[src/rtl/hlfb_pkg.sv]
// hlfb_pkg: constants, slot codes and log type lookup for the HCI log frame builder.
// Used by rtl/hci_log_frame_builder.sv and rtl/hlfb_checker.sv; no dependencies.
package hlfb_pkg;

  localparam logic [7:0] SYNC0 = 8'hF5;
  localparam logic [7:0] SYNC1 = 8'h5A;

  localparam logic [7:0] KIND_CMD = 8'h01;
  localparam logic [7:0] KIND_ACL = 8'h02;
  localparam logic [7:0] KIND_EVT = 8'h04;

  localparam logic [7:0] LOG_CMD_OUT = 8'h01;
  localparam logic [7:0] LOG_ACL_OUT = 8'h02;
  localparam logic [7:0] LOG_ACL_IN  = 8'h04;
  localparam logic [7:0] LOG_EVT_IN  = 8'h08;
  localparam logic [7:0] LOG_NONE    = 8'h00;

  localparam logic [7:0] EVT_MAX  = 8'h3E;
  localparam logic [7:0] EVT_WILD = 8'hFF;

  // byte slots of one word's output, in frame order
  localparam int NUM_SLOTS = 7;
  localparam int SLOT_SYNC0 = 0;
  localparam int SLOT_SYNC1 = 1;
  localparam int SLOT_TYPE  = 2;
  localparam int SLOT_LENLO = 3;
  localparam int SLOT_LENHI = 4;
  localparam int SLOT_DATA  = 5;
  localparam int SLOT_SUM   = 6;

  typedef logic [NUM_SLOTS-1:0] slot_mask_t;

  // log type byte, LOG_NONE when the packet is dropped
  function automatic logic [7:0] log_type(input logic [7:0] kind, input logic inb,
                                          input logic has, input logic [7:0] first_b);
    logic [7:0] t;
    t = LOG_NONE;
    if (kind == KIND_EVT && has && first_b > EVT_MAX && first_b != EVT_WILD) begin
      t = LOG_NONE;
    end else if (!inb) begin
      if (kind == KIND_CMD) t = LOG_CMD_OUT;
      else if (kind == KIND_ACL) t = LOG_ACL_OUT;
    end else begin
      if (kind == KIND_ACL) t = LOG_ACL_IN;
      else if (kind == KIND_EVT) t = LOG_EVT_IN;
    end
    return t;
  endfunction

endpackage

[src/rtl/hci_log_frame_builder.sv]
// hci_log_frame_builder: wraps HCI packets, one byte word at a time, into log frames.
// Depends on rtl/hlfb_pkg.sv.
//
//   channel | signals                                          | dir
//   in      | in_valid/in_ready, packet_kind, inbound,         | in
//           | payload_length, payload_byte, has_byte,          |
//           | first_item, last_item                            |
//   out     | out_valid/out_ready, frame_byte, frame_end       | out
//
// A word is held in an input register and its bytes leave through an output
// register, one per cycle unless out stalls: a plain payload word sends its
// data byte, a first word five header bytes and data, plus a closing checksum.
// Dropped words and words with nothing to send put no byte out.
// The next word is accepted in the cycle the held word's last byte moves out.
// A stall on out holds the output register and back-pressures in.
// rst is synchronous and clears all control state.
module hci_log_frame_builder (
  input  logic        clk,
  input  logic        rst,
  input  logic        in_valid,
  output logic        in_ready,
  input  logic [7:0]  packet_kind,
  input  logic        inbound,
  input  logic [15:0] payload_length,
  input  logic [7:0]  payload_byte,
  input  logic        has_byte,
  input  logic        first_item,
  input  logic        last_item,
  output logic        out_valid,
  input  logic        out_ready,
  output logic [7:0]  frame_byte,
  output logic        frame_end
);

  hlfb_pkg::slot_mask_t mask, mask_next, mask_rest;
  logic [7:0]  h_type;
  logic [15:0] h_len;
  logic [7:0]  h_byte;
  logic        dropping, dropping_next;
  logic [7:0]  running_sum;
  logic        load, accept;
  logic [7:0]  sel_byte;
  logic        sel_end;
  logic [7:0]  in_type;
  logic [7:0]  sum_next;

  assign mask_rest = mask & (mask - hlfb_pkg::slot_mask_t'(1));
  assign load      = (mask != '0) && (!out_valid || out_ready);
  assign in_ready  = (mask == '0) || (load && mask_rest == '0);
  assign accept    = in_valid && in_ready;
  assign in_type   = hlfb_pkg::log_type(packet_kind, inbound, has_byte, payload_byte);

  always_comb begin
    sel_end  = 1'b0;
    sel_byte = h_byte;
    priority if (mask[hlfb_pkg::SLOT_SYNC0]) sel_byte = hlfb_pkg::SYNC0;
    else if (mask[hlfb_pkg::SLOT_SYNC1]) sel_byte = hlfb_pkg::SYNC1;
    else if (mask[hlfb_pkg::SLOT_TYPE])  sel_byte = h_type;
    else if (mask[hlfb_pkg::SLOT_LENLO]) sel_byte = h_len[7:0];
    else if (mask[hlfb_pkg::SLOT_LENHI]) sel_byte = h_len[15:8];
    else if (mask[hlfb_pkg::SLOT_DATA])  sel_byte = h_byte;
    else begin
      sel_byte = running_sum;
      sel_end  = 1'b1;
    end
  end

  always_comb begin
    mask_next     = load ? mask_rest : mask;
    dropping_next = dropping;
    sum_next      = running_sum;
    if (load && !sel_end) sum_next = running_sum + sel_byte;
    if (accept) begin
      if (first_item) begin
        sum_next = '0;
        if (in_type == hlfb_pkg::LOG_NONE) begin
          dropping_next = 1'b1;
          mask_next     = '0;
        end else begin
          dropping_next = 1'b0;
          mask_next     = '0;
          mask_next[hlfb_pkg::SLOT_SYNC0] = 1'b1;
          mask_next[hlfb_pkg::SLOT_SYNC1] = 1'b1;
          mask_next[hlfb_pkg::SLOT_TYPE]  = 1'b1;
          mask_next[hlfb_pkg::SLOT_LENLO] = 1'b1;
          mask_next[hlfb_pkg::SLOT_LENHI] = 1'b1;
          mask_next[hlfb_pkg::SLOT_DATA]  = has_byte;
          mask_next[hlfb_pkg::SLOT_SUM]   = last_item;
        end
      end else begin
        mask_next = '0;
        if (!dropping) begin
          mask_next[hlfb_pkg::SLOT_DATA] = has_byte;
          mask_next[hlfb_pkg::SLOT_SUM]  = last_item;
        end
      end
    end
  end

  always_ff @(posedge clk) begin
    if (rst) begin
      mask        <= '0;
      dropping    <= 1'b0;
      running_sum <= '0;
      out_valid   <= 1'b0;
    end else begin
      mask        <= mask_next;
      dropping    <= dropping_next;
      running_sum <= sum_next;
      if (load) out_valid <= 1'b1;
      else if (out_ready) out_valid <= 1'b0;
    end
  end

  always_ff @(posedge clk) begin
    if (accept) begin
      h_type <= in_type;
      h_len  <= payload_length;
      h_byte <= payload_byte;
    end
    if (load) begin
      frame_byte <= sel_byte;
      frame_end  <= sel_end;
    end
  end

endmodule

[config.mk]
export PLATFORM = sky130hd
export DESIGN_NAME = hci_log_frame_builder
export DESIGN_NICKNAME = d
export VERILOG_FILES = /design/src/rtl/hlfb_pkg.sv /design/src/rtl/hci_log_frame_builder.sv
export SDC_FILE = /design/constraint.sdc
export NUM_CORES = 1
export LEC_CHECK = 0
export BUFFER_PORTS_ARGS = -buffer_cell sky130_fd_sc_hd__buf_2
export CAP_MARGIN = 20
export CORE_MARGIN = 1.5
export CORE_UTILIZATION = 55
export CTS_BUF_LIST = sky130_fd_sc_hd__clkbuf_16
export DETAILED_ROUTE_END_ITERATION = 16
export PLACE_DENSITY = 0.8
export RECOVER_POWER = 50
export SLEW_MARGIN = 10
export SYNTH_ARGS = -nofsm -noshare
export SYNTH_HDL_FRONTEND = slang
export SYNTH_SLANG_ARGS = --single-unit
[constraint.sdc]
create_clock -name clk -period 3.9 [get_ports clk]
set_input_delay 0.195 -clock clk [delete_from_list [all_inputs] [get_ports clk]]
set_output_delay 0.195 -clock clk [all_outputs]
set_load 0.01 [all_outputs]
# Yosys cells after proc, flatten, opt, wreduce, memory -nomap -nowiden
# Index checks and enable logic that the tools add are counted.
[classes] add_sub_neg=2 n_lt_le_gt_ge=1 eq_ne=4 muxes=29 n_bitwise=1 n_reduce_logical=18
[ops] operator="8-bit two-way mux" n=11
[ops] operator="7-bit two-way mux" n=4
[ops] operator="7-bit logical NOT" n=2
[ops] operator="1-bit two-way mux" n=9
[ops] operator="8-bit adder" n=1
[ops] operator="8-bit by 1-bit == test with 1-bit output, second input constant" n=1
[ops] operator="8-bit by 2-bit == test with 1-bit output, second input constant" n=1
[ops] operator="8-bit by 3-bit == test with 1-bit output, second input constant" n=1
[ops] operator="8-bit by 6-bit > comparator with 1-bit output, second input constant" n=1
[ops] operator="8-bit logical NOT" n=1
[ops] operator="4-bit two-way mux" n=2
[ops] operator="8-bit != test, second input constant" n=1
[ops] operator="7-bit bitwise AND" n=1
[ops] operator="1-bit logical AND" n=7
[ops] operator="7-bit nonzero test" n=1
[ops] operator="7-bit by 1-bit subtractor with 7-bit output, second input constant" n=1
[ops] operator="2-bit two-way mux" n=3
[ops] operator="2-bit nonzero test" n=2
[ops] operator="1-bit logical NOT" n=2
[ops] operator="1-bit logical OR" n=2
[ops] operator="2-bit AND reduction" n=1
[totals] reg_bits=58 in_bits=40 output_inout_bits=11 elab_cells=64

# Longest topological paths before layout
# Gate-level depths: netlist (run 1).
[logic_depth] depth_word=11 depth_mapped=14 ltp_nobuf=13

# Worst setup path after synthesis (run 1)
# Ideal clock, no wire load.
[synth_timing] path_kind="register to register" startpoint="reg mask[4]" endpoint="reg running_sum[7]" setup_time_ns=0.158 arrival_ns=2.698 t_required_ns=3.742 path_slack_ns=1.044 path_stages_with_launch=14 path_buffers=2 period_less_slack_ns=2.856 cell_sequence="dfxtp_1 clkbuf_1 buf_1 a21oi_1 o21ai_0 mux2i_1 a21oi_1 ha_1 a21oi_1 o211ai_1 o41ai_1 xnor2_1 mux2i_1 a211oi_1"
[synth_via] elab_cells_between_ends=25 classes_between="2 x add/sub; 13 x mux; 1 x bitwise; 9 x reduce/logical"
[synth_rtl] element="start, declared" line_no="hci_log_frame_builder.sv:35" source="hlfb_pkg::slot_mask_t mask, mask_next, mask_rest;"
[synth_rtl] element="start signal, assigned" line_no="hci_log_frame_builder.sv:107" source="mask <= mask_next;"
[synth_rtl] element="8-bit two-way mux (*)" line_no="hci_log_frame_builder.sv:60" source="else if (mask[hlfb_pkg::SLOT_LENHI]) sel_byte = h_len[15:8];"
[synth_rtl] element="8-bit two-way mux (*)" line_no="hci_log_frame_builder.sv:59" source="else if (mask[hlfb_pkg::SLOT_LENLO]) sel_byte = h_len[7:0];"
[synth_rtl] element="8-bit two-way mux (*)" line_no="hci_log_frame_builder.sv:58" source="else if (mask[hlfb_pkg::SLOT_TYPE]) sel_byte = h_type;"
[synth_rtl] element="8-bit two-way mux (*)" line_no="hci_log_frame_builder.sv:57" source="else if (mask[hlfb_pkg::SLOT_SYNC1]) sel_byte = hlfb_pkg::SYNC1;"
[synth_rtl] element="8-bit two-way mux (*)" line_no="hci_log_frame_builder.sv:56" source="priority if (mask[hlfb_pkg::SLOT_SYNC0]) sel_byte = hlfb_pkg::SYNC0;"
[synth_rtl] element="net sel_byte[1]" line_no="hci_log_frame_builder.sv:42" source="logic [7:0] sel_byte;"
[synth_rtl] element="8-bit adder (*)" line_no="hci_log_frame_builder.sv:72" source="if (load && !sel_end) sum_next = running_sum + sel_byte;"
[synth_rtl] element="8-bit two-way mux (*)" line_no="hci_log_frame_builder.sv:72"
[synth_rtl] element="8-bit two-way mux" line_no="hci_log_frame_builder.sv:74" source="if (first_item) begin"
[synth_rtl] element="8-bit two-way mux (*)" line_no="hci_log_frame_builder.sv:73" source="if (accept) begin"
[synth_rtl] element="end signal, assigned" line_no="hci_log_frame_builder.sv:109" source="running_sum <= sum_next;"
[synth_rtl] element="end, declared" line_no="hci_log_frame_builder.sv:40" source="logic [7:0] running_sum;"
# The timed path passes the listed nets; every way through them passes the cells marked *.
# A chain may end at the register's enable or synchronous reset.

# Final worst setup path (run 1)
[layout_timing] startpoint="reg mask[2]" endpoint="reg h_len[8], enable pin"
[layout_via] elab_chain_len=6 elab_cells_between_ends=9 classes_between="1 x add/sub; 1 x bitwise; 7 x reduce/logical"
[layout_rtl] element="7-bit by 1-bit subtractor with 7-bit output" line_no="hci_log_frame_builder.sv:47" source="assign mask_rest = mask & (mask - hlfb_pkg::slot_mask_t'(1));"
[layout_rtl] element="7-bit bitwise AND" line_no="hci_log_frame_builder.sv:47"
[layout_rtl] element="7-bit logical NOT" line_no="hci_log_frame_builder.sv:49" source="assign in_ready = (mask == '0) || (load && mask_rest == '0);"
[layout_rtl] element="1-bit logical AND" line_no="hci_log_frame_builder.sv:49"
[layout_rtl] element="1-bit logical OR (*)" line_no="hci_log_frame_builder.sv:49"
[layout_rtl] element="1-bit logical AND (*)" line_no="hci_log_frame_builder.sv:50" source="assign accept = in_valid && in_ready;"
[layout_rtl] element="end signal, assigned" line_no="hci_log_frame_builder.sv:118" source="h_len <= payload_length;"
[layout_rtl] element="end, declared" line_no="hci_log_frame_builder.sv:37" source="logic [15:0] h_len;"
# Mark *: on every way between the ends. The rest lies on a longest branch, timed or not.

==> results.md, run 1 <==
* IO buf count at 50
* Vias in the first global route at 1,845
* PwrDens at 382 nW/µm²
* Via density at 5.86
* Peak supply drop at 0.272 mV
* Post-synth EDFFs at 37
* Number of synthesis warnings at 0
* Crit-path slowest cell: a21boi_1
* Hold Path Class: input pin to register
* Post-CTS setup buffers at 0
* WP data arrival at 3.27 ns
* Max Buffers Root-to-Sink at 2
* Post-synth top area share at 42.7%
* Clk sinks at 54
* Sequential-to-total area share from yosys stat at 55.7%
* Worst-path maximum fanout at 22
* Gpl congestion at 0.905
* Post-Syn Area at 2600 µm²
* Kind of critical path: register to register
* Comb pwr share at 6.4%
* First-pass GRT wire length at 8540 µm
* Synth top cells by count: edfxtp_1 (37), a21oi_1 (23), nor2_1 (23)
* DRC viols at 2
* Psw at 239 µW
* H-tree depth at 2
* Final period util at 84.5%
* Initial drt markers at 156
* Placement Cell Area at 2890 µm²
* Die X at 71.8 µm
* Drt pass-1 iters at 12
* Crit path launch type: register
* Layout cells sized above 1 at 16.2%
* Max Fclk at 0.303 GHz
* Most common cell in the synthesized netlist: edfxtp_1
* Core area at 4440 µm²
* Biggest area consumer among synthesized cells: edfxtp_1
* Distinct cells, synth at 46
* Avg Synthesized Cell Area at 11.1 µm²
* CTS Hold Bufs at 0
* Synth top area cells: edfxtp_1 (43%), dfxtp_1 (13%), mux2i_1 (6.5%)
* Fin nets at 331
* CTS Buf Count at 5
* Total wire length at 5360 µm
* Io pins at 51
* Violated checks: design-rule violations
* Leakage power at 0.00114 µW
* DP Wirelength at 3840 µm
* TritonCTS clock tree: yes
* Final setup vio count at 0
* Vias at 1,968
* Starting Density at 58.6%
* Worst path cell trace: or4_1 -> or3_1 -> a21boi_1 -> buf_4
* Worst-Skew Late Latency at 0.29 ns
* TNS Setup at 0 ns
* Clock power frac at 36.8%
* Row Count at 24
* Post-synthesis net count at 282
* Max_cap viols at 0
* Outcome: finished, violations left
* Post-synth top flop: edfxtp_1
* Syn Inst Count at 234
* Sequential Power Share at 56.7%
* Clock Pin Slew Worst Setup and Hold Paths at 0.07 ns
* Die Ht at 71.8 µm
* Fin area at 2980 µm²
* FFs w/ async S/R, synth at 0%
* Largest net degree at the start of global routing at 23
* Final min period at 3.30 ns
* Endpoints failing hold at 0
* Max transition margin at 14.7%
* Post-cts repair resize count at 0
* Required time of the worst setup path at 3.87 ns
* Area delta synth->final at 14.2%
* CP peak stage delay at 1.01 ns
* Final Max Tran Viols at 0
* #FFs+latches synth at 54
* RSZ-0062 raised after global routing: no
* Internal power at 898 µW
* Crit path max-delay family: simple AND/OR/NAND/NOR gates
* WP buf/inv at 1
* Root buffer selected by CTS: clkbuf_16
* Filler Cells Inserted at 368
* Total global routing track utilization at 22.0%
* DR WL/cell at 15.9 µm
* Ant diodes at 0
* Sw frac at 21.0%
* DIE AREA at 5160 µm²
* Setup Skew at 0.00679 ns
* Antenna-violating nets left at 0
* Antenna violations before repair at 0
* Endpoint type of the worst setup path: register
* Worst slew pin tran at 1.28 ns
* Global route overflow at 0
[kinds of logic after synthesis]
family	count (synthesis)	synth area share, %
compound gates	66	15.9
simple gates	66	12.5
flops	54	55.7
mux	17	6.53
buf+inv	15	2.50
fa+ha+maj	10	4.90
xor+xnor	6	2.02
[through the flow]
step	utilization, %	power (µW)	hold slack [ns]	setup WS (ns)	std cells
global placement	64.9	731	0.372	0.758	328
global route	66.9	1170	0.0731	0.330	336
finish	66.9	1140	0.0736	0.603	336
floorplan	-	695	0.289	1.04	234
detailed placement	64.9	734	0.373	0.700	328
CTS	68.0	1150	0.0742	0.671	336
[flip-flops by register name, summed over array words and instances, names as in the netlist]
register,cells
mask,7
h_len,16
out_valid,1
h_type,4
frame_end,1
dropping,1
h_byte,8
running_sum,8
frame_byte,8
[routing by layer]
layer / vias to the layer above / track usage, % / share of wire (%)
met5: - / 0 / 0
met4: 0 / 9.85 / 2.6
met3: 13 / 3.94 / 5.1
met2: 72 / 35.1 / 48
met1: 917 / 29.6 / 44
li1: 966 / - / -
[final cells by class]
cell class	count	area, µm²	share of cell area (%)
inverters	6	22.5	0.757
clock inverters	3	11.3	0.378
repair buffers	51	236	7.95
flip-flops and latches	54	1450	48.8
well taps	52	65.1	2.19
clock buffers	5	125	4.21
multi-input cells	165	1060	35.7
[cells in the final DEF (no fill, tap or decap), types with 3 or more instances in the layout]
cell type,count
nand2b_1,3
xnor2_1,5
nor3_1,3
nand3_1,3
nand2_1,20
a21oi_1,23
o211ai_1,3
nor2_1,23
inv_1,7
clkbuf_16,5
or3_1,3
buf_2,33
clkbuf_1,17
ha_1,7
dfxtp_1,17
a21o_1,4
o21ai_0,21
edfxtp_1,37
mux2i_1,17
a211oi_1,3
[path summary, 6_finish.rpt]
| path | end | from | cells after the start | slack, ns |
|---|---|---|---|---|
| setup / recovery | h_len[8] | mask[2] | 4 | 0.60 |
| hold / removal | h_len[13] | payload_length[13] | 1 | 0.07 |
| setup reg to reg | h_len[8] | mask[2] | 4 | 0.60 |
| hold reg to reg | out_valid | out_valid | 2 | 0.51 |
[power groups by stage]
stage | clock [µW] | sequential, µW | combinational [µW]
final | 419 | 645 | 73.1
after global routing | 441 | 647 | 81.2
after CTS | 423 | 645 | 77.6
after detailed placement | 0 | 658 | 76.5
after global placement | 0 | 657 | 74.4
after floorplan | 0 | 656 | 38.6
Note: power is estimated with default switching activity, not from simulation.
==> run 2: changes to the inputs <==
Clock period 3.9 ns to 3.3 ns, I/O delays scaled along.
==> results.md, run 2 (synthesis results as in run 1) <==
* Max Buffers Root-to-Sink at 2 (unchanged)
* Outcome: finished, final reports clean
* Final period util at 91.3% (+6.8 points)
* Metal-1 WL at 2430 µm (+3.1%)
* DP Cell Count at 332 (+1.2%)
* Clk sinks at 54 (unchanged)
* Commonest non-fill, non-tap cell in the layout: edfxtp_1
* Vias at 2,032 (+3.3%)
* Fin area at 3020 µm² (+1.6%)
* Final Max Tran Viols at 0 (unchanged)
* Worst Reg-to-Reg Cells at 12 (+8)
* WL met3 at 354 µm (+29%)
* Post-place setup slack at 0.240 ns (-0.460 ns)
* Io pins at 51 (unchanged)
* Reg2reg end: running_sum[6]
* Ant diodes at 0 (unchanged)
* Layout Cells excl Fill at 340 (+1.2%)
* Required time of the worst setup path at 3.52 ns (-0.35 ns)
* Largest reg by FF count: h_len
* Area delta synth->final at 16.1%
* H-tree depth at 2 (unchanged)
* Final setup margin at 0.287 ns (-0.316 ns)
* Crit path launch type: register
* DP Wirelength at 4210 µm (+9.5%)
* Row Count at 24 (unchanged)
* Core area at 4440 µm² (unchanged)
* Worst setup path endpoint: running_sum[6]
* Antenna violations before repair at 0 (unchanged)
* Max transition margin at 38.8% (+24 points)
* WP data arrival at 3.24 ns (-0.03 ns)
* Max Fclk at 0.332 GHz (+9.4%)
* Final min period at 3.01 ns (-0.284 ns)
* RSZ-0062 raised after global routing: no
* Clock Pin Slew Worst Setup and Hold Paths at 0.06 ns (about the same)
* Die Ht at 71.8 µm (unchanged)
* CTS Hold Bufs at 0 (unchanged)
* DRC viols at 0 (-2)
* Vias in the first global route at 1,992 (+8.0%)
* DIE AREA at 5160 µm² (unchanged)
* Starting Density at 58.6% (unchanged)
* Via density at 5.98 (+2.0%)
* Gpl congestion at 1.01 (+12%)
* Top Layer Used: met4
* Fin nets at 335 (+1.2%)
* Kind of critical path: register to register
* Global route overflow at 0 (unchanged)
* Worst-Skew Late Latency at 0.29 ns (about the same)
* Drt pass-1 iters at 7 (-5)
* Initial drt markers at 221 (+42%)
* TritonCTS clock tree: yes
* Die X at 71.8 µm (unchanged)
* Worst setup startpoint: mask[4]
* Max reg flops at 16 (unchanged)
* Worst slew pin tran at 0.913 ns (-0.365 ns)
* CTS Buf Count at 5 (unchanged)
* Endpoint type of the worst setup path: register
* Largest net degree at the start of global routing at 22 (-4.3%)
* Leakage power at 0.00118 µW (+3.0%)
* Worst-path maximum fanout at 15 (-32%)
* Metal2 WL at 2830 µm (+9.0%)
* Layout cells sized above 1 at 18.4% (+2.2 points)
* Peak supply drop at 0.266 mV (-2.1%)
* Total wire length at 5730 µm (+6.9%)
* Endpoints failing hold at 0 (unchanged)
* Worst hold stages at 1 (unchanged)
* FF-to-FF setup slack at 0.29 ns (-0.32 ns)
* Max_cap viols at 0 (unchanged)
* Most frequent cells in the layout: edfxtp_1 (37), buf_2 (34), nor2_1 (23), a21oi_1 (23), o21ai_0 (21)
* DR WL/cell at 16.9 µm (+5.7%)
* Placement Cell Area at 2930 µm² (+1.5%)
* Finished Core Util at 68.0% (+1.1 points)
* Final setup vio count at 0 (unchanged)
* IO buf count at 50 (unchanged)
* Total global routing track utilization at 24.3% (+2.3 points)
* Setup Skew at 0.00432 ns (-0.00247 ns)
* Hold Path Class: input pin to register
* TNS Setup at 0 ns (unchanged)
* Critical R2R Launch: mask[4]
* Root buffer selected by CTS: clkbuf_16
* PwrDens at 446 nW/µm² (+17%)
* First-pass GRT wire length at 9350 µm (+9.5%)
* Antenna-violating nets left at 0 (unchanged)
[run 2: cell count changes in the layout (fill, tap and decap cells not counted), sizes merged]
cell / previous run / this run
buf: 34 / 39
clkbuf: 22 / 21
clkinv: 1 / 0
inv: 8 / 9
[run 2: cell type report]
cell class	count	area, µm²
Sequential cell	54	1450
Clock inverter	3	11.3
Fill cell	382	1420
Multi-Input combinational cell	165	1070
Timing Repair Buffer	55	280
Inverter	6	22.5
Tap cell	52	65.1
Clock buffer	5	125
[run 2: worst min-delay path by stage]
stage | startpoint | end | slack, ns
4_1_cts | payload_length[9] | h_len[9] | 0.04
2_1_floorplan | first_item | running_sum[7] | 0.26
3_3_place_gp | payload_length[7] | h_len[7] | 0.34
5_1_grt | payload_length[9] | h_len[9] | 0.04
6_report | payload_length[10] | h_len[10] | 0.04
3_5_place_dp | payload_length[15] | h_len[15] | 0.34
[run 2: power by group]
part	total (µW)	internal (µW)	leakage, µW	switching, µW
clock	494	273	0.0000776	221
sequential	762	752	0.000491	10.9
combinational	92.0	38.9	0.000610	53.0
[run 2: worst max-delay path: stages, from the launching register on]
cell	delay [ns]
dfxtp_1	0.64
o21ai_0	0.17
mux2i_1	0.19
o21ai_0	0.10
a21o_1	0.24
ha_1	0.22
fa_1	0.41
a21o_1	0.21
a21oi_1	0.24
o21ai_0	0.15
xor2_1	0.15
nand2_1	0.07
a21oi_1	0.17
[run 2: metrics by stage]
step                hold WS (ns)  total power, µW
floorplan                  0.259              821
global placement           0.342              867
detailed placement         0.344              872
CTS                       0.0427             1350
global route              0.0361             1390
finish                    0.0434             1350
[run 2: what timing repair did]
action | 4_1_cts | 5_1_grt
gates resized for setup | 0 | 1
setup buffers | 0 | 0
endpoints found under the setup margin | 0 | 2
[run 2: per-layer routing]
layer,GRT usage [%],vias up
met5,0,-
li1,-,978
met2,39.8,70
met1,31.2,975
met4,9.01,0
met3,6.33,9
==> run 3: changes to the inputs <==
Settings changed: CTS_BUF_LIST sky130_fd_sc_hd__clkbuf_16 to sky130_fd_sc_hd__clkbuf_4.
==> results.md, run 3 (synthesis results as in run 1) <==
* Outcome: finished, final reports clean
* Layout cells sized above 1 at 17.0% (-1.4 points)
* Endpoint type of the worst setup path: register
* Final min period at 2.97 ns (-0.0378 ns)
* Starting Density at 58.6% (unchanged)
* Finished Core Util at 71.5% (+3.5 points)
* Vias at 2,123 (+4.5%)
* Tot Pwr at 1180 µW (-13%)
* Die X at 71.8 µm (unchanged)
* Post-CTS setup buffers at 0 (unchanged)
* Total wire length at 5950 µm (+3.9%)
* Clk sinks at 54 (unchanged)
* Setup Skew at 0.0176 ns (+0.0133 ns)
* Gpl congestion at 1.01 (unchanged)
* Total global routing track utilization at 25.5% (+1.2 points)
* Worst setup startpoint: mask[5]
* DR WL/cell at 16.4 µm (-3.0%)
* First-pass GRT wire length at 9940 µm (+6.3%)
* Leakage power at 0.00122 µW (+3.9%)
* Hold_sp: last_item
* Most frequent cells in the layout: edfxtp_1 (37), buf_2 (32), dlygate4sd3_1 (24)
* Core area at 4440 µm² (unchanged)
* DP Wirelength at 4210 µm (unchanged)
* DRC viols at 0 (unchanged)
* Endpoints failing hold at 0 (unchanged)
* Crit path launch type: register
* Largest reg by FF count: h_len
* Root buffer selected by CTS: clkbuf_4
* Hold Worst Slack at 0.0188 ns (-0.0246 ns)
* Critical R2R Launch: mask[5]
* Worst-Skew Late Latency at 0.38 ns (+0.09 ns)
* PwrDens at 371 nW/µm² (-17%)
* Commonest non-fill, non-tap cell in the layout: edfxtp_1
* Final Max Tran Viols at 0 (unchanged)
* Row Count at 24 (unchanged)
* Largest net degree at the start of global routing at 22 (unchanged)
* Die Ht at 71.8 µm (unchanged)
* Max transition margin at 40.5% (+1.7 points)
* Drt pass-1 iters at 6 (-1)
* DIE AREA at 5160 µm² (unchanged)
* Required time of the worst setup path at 3.61 ns (+0.09 ns)
* TritonCTS clock tree: yes
* Max Buffers Root-to-Sink at 2 (unchanged)
* Ant diodes at 0 (unchanged)
* Peak supply drop at 0.309 mV (+16%)
* Worst slew pin tran at 0.887 ns (-0.0259 ns)
* Area delta synth->final at 22.0%
* Antenna violations before repair at 0 (unchanged)
* Global route overflow at 0 (unchanged)
* Final setup vio count at 0 (unchanged)
* Io pins at 51 (unchanged)
* Kind of critical path: register to register
* Initial drt markers at 243 (+10%)
* WP data arrival at 3.29 ns (+0.05 ns)
* Worst-path maximum fanout at 8 (-7)
* Via density at 5.83 (-2.4%)
* Clock Pin Slew Worst Setup and Hold Paths at 0.14 ns (+0.08 ns)
* Max reg flops at 16 (unchanged)
* Antenna-violating nets left at 0 (unchanged)
* TNS Setup at 0 ns (unchanged)
* CTS Buf Count at 5 (unchanged)
* RSZ-0062 raised after global routing: no
* Max Fclk at 0.336 GHz (+1.3%)
* Vias in the first global route at 2,109 (+5.9%)
* IO buf count at 50 (unchanged)
* Max_cap viols at 0 (unchanged)
* Hold Path Class: input pin to register
* Fin nets at 359 (+7.2%)
* Final period util at 90.2% (-1.1 points)
* H-tree depth at 2 (unchanged)
-- run 3: path summary, 6_finish.rpt --
| kind | depth (start not counted) | slack (ns) | end |
|---|---|---|---|
| max reg2reg | 13 | 0.33 | running_sum[6] |
| max | 13 | 0.33 | running_sum[6] |
| min | 3 | 0.02 | mask[6] |
| min reg2reg | 2 | 0.53 | out_valid |
-- run 3: power breakdown --
part           switching (µW)  leakage (µW)  internal (µW)
clock network             194     0.0000368            110
logic                    56.9      0.000696           56.9
registers                10.9      0.000491            751
-- run 3: worst max-delay path, stage by stage (launching register included) --
cell and delay [ns]:
dfxtp_2 0.49, mux2i_1 0.23, o21ai_0 0.09, mux2i_1 0.17, o21ai_0 0.10, a21o_1 0.24
ha_1 0.22, fa_1 0.42, a21o_1 0.20, a21oi_1 0.23, o21ai_0 0.15, xor2_1 0.15
nand2_1 0.07, a21oi_1 0.17
-- run 3: cell type report --
cell class / count / area (µm²)
Timing Repair Buffer: 79 / 510
Fill cell: 358 / 1260
Inverter: 6 / 22.5
Multi-Input combinational cell: 165 / 1070
Clock buffer: 8 / 60.1
Tap cell: 52 / 65.1
Sequential cell: 54 / 1450
-- run 3: repair_timing --
action,CTS,global route
endpoints found under the hold margin,24,0
endpoints found under the setup margin,0,2
resized for setup,0,2
hold buffers,24,0
-- run 3: metrics by stage --
stage / cells / cell area (µm²) / worst slack, ns
finish: 364 / 3180 / 0.325
floorplan: 234 / 2610 / 0.444
detailed placement: 332 / 2930 / 0.240
CTS: 364 / 3230 / 0.184
global route: 364 / 3180 / 0.0591
global placement: 332 / 2930 / 0.290
-- run 3: metal layers --
metal	GRT usage [%]	vias to the layer above	part of all wire (%)
met2	42.5	87	50
met4	9.22	0	2.9
li1	-	1027	-
met5	0	-	0
met1	32.8	994	41
met3	5.91	15	6.8
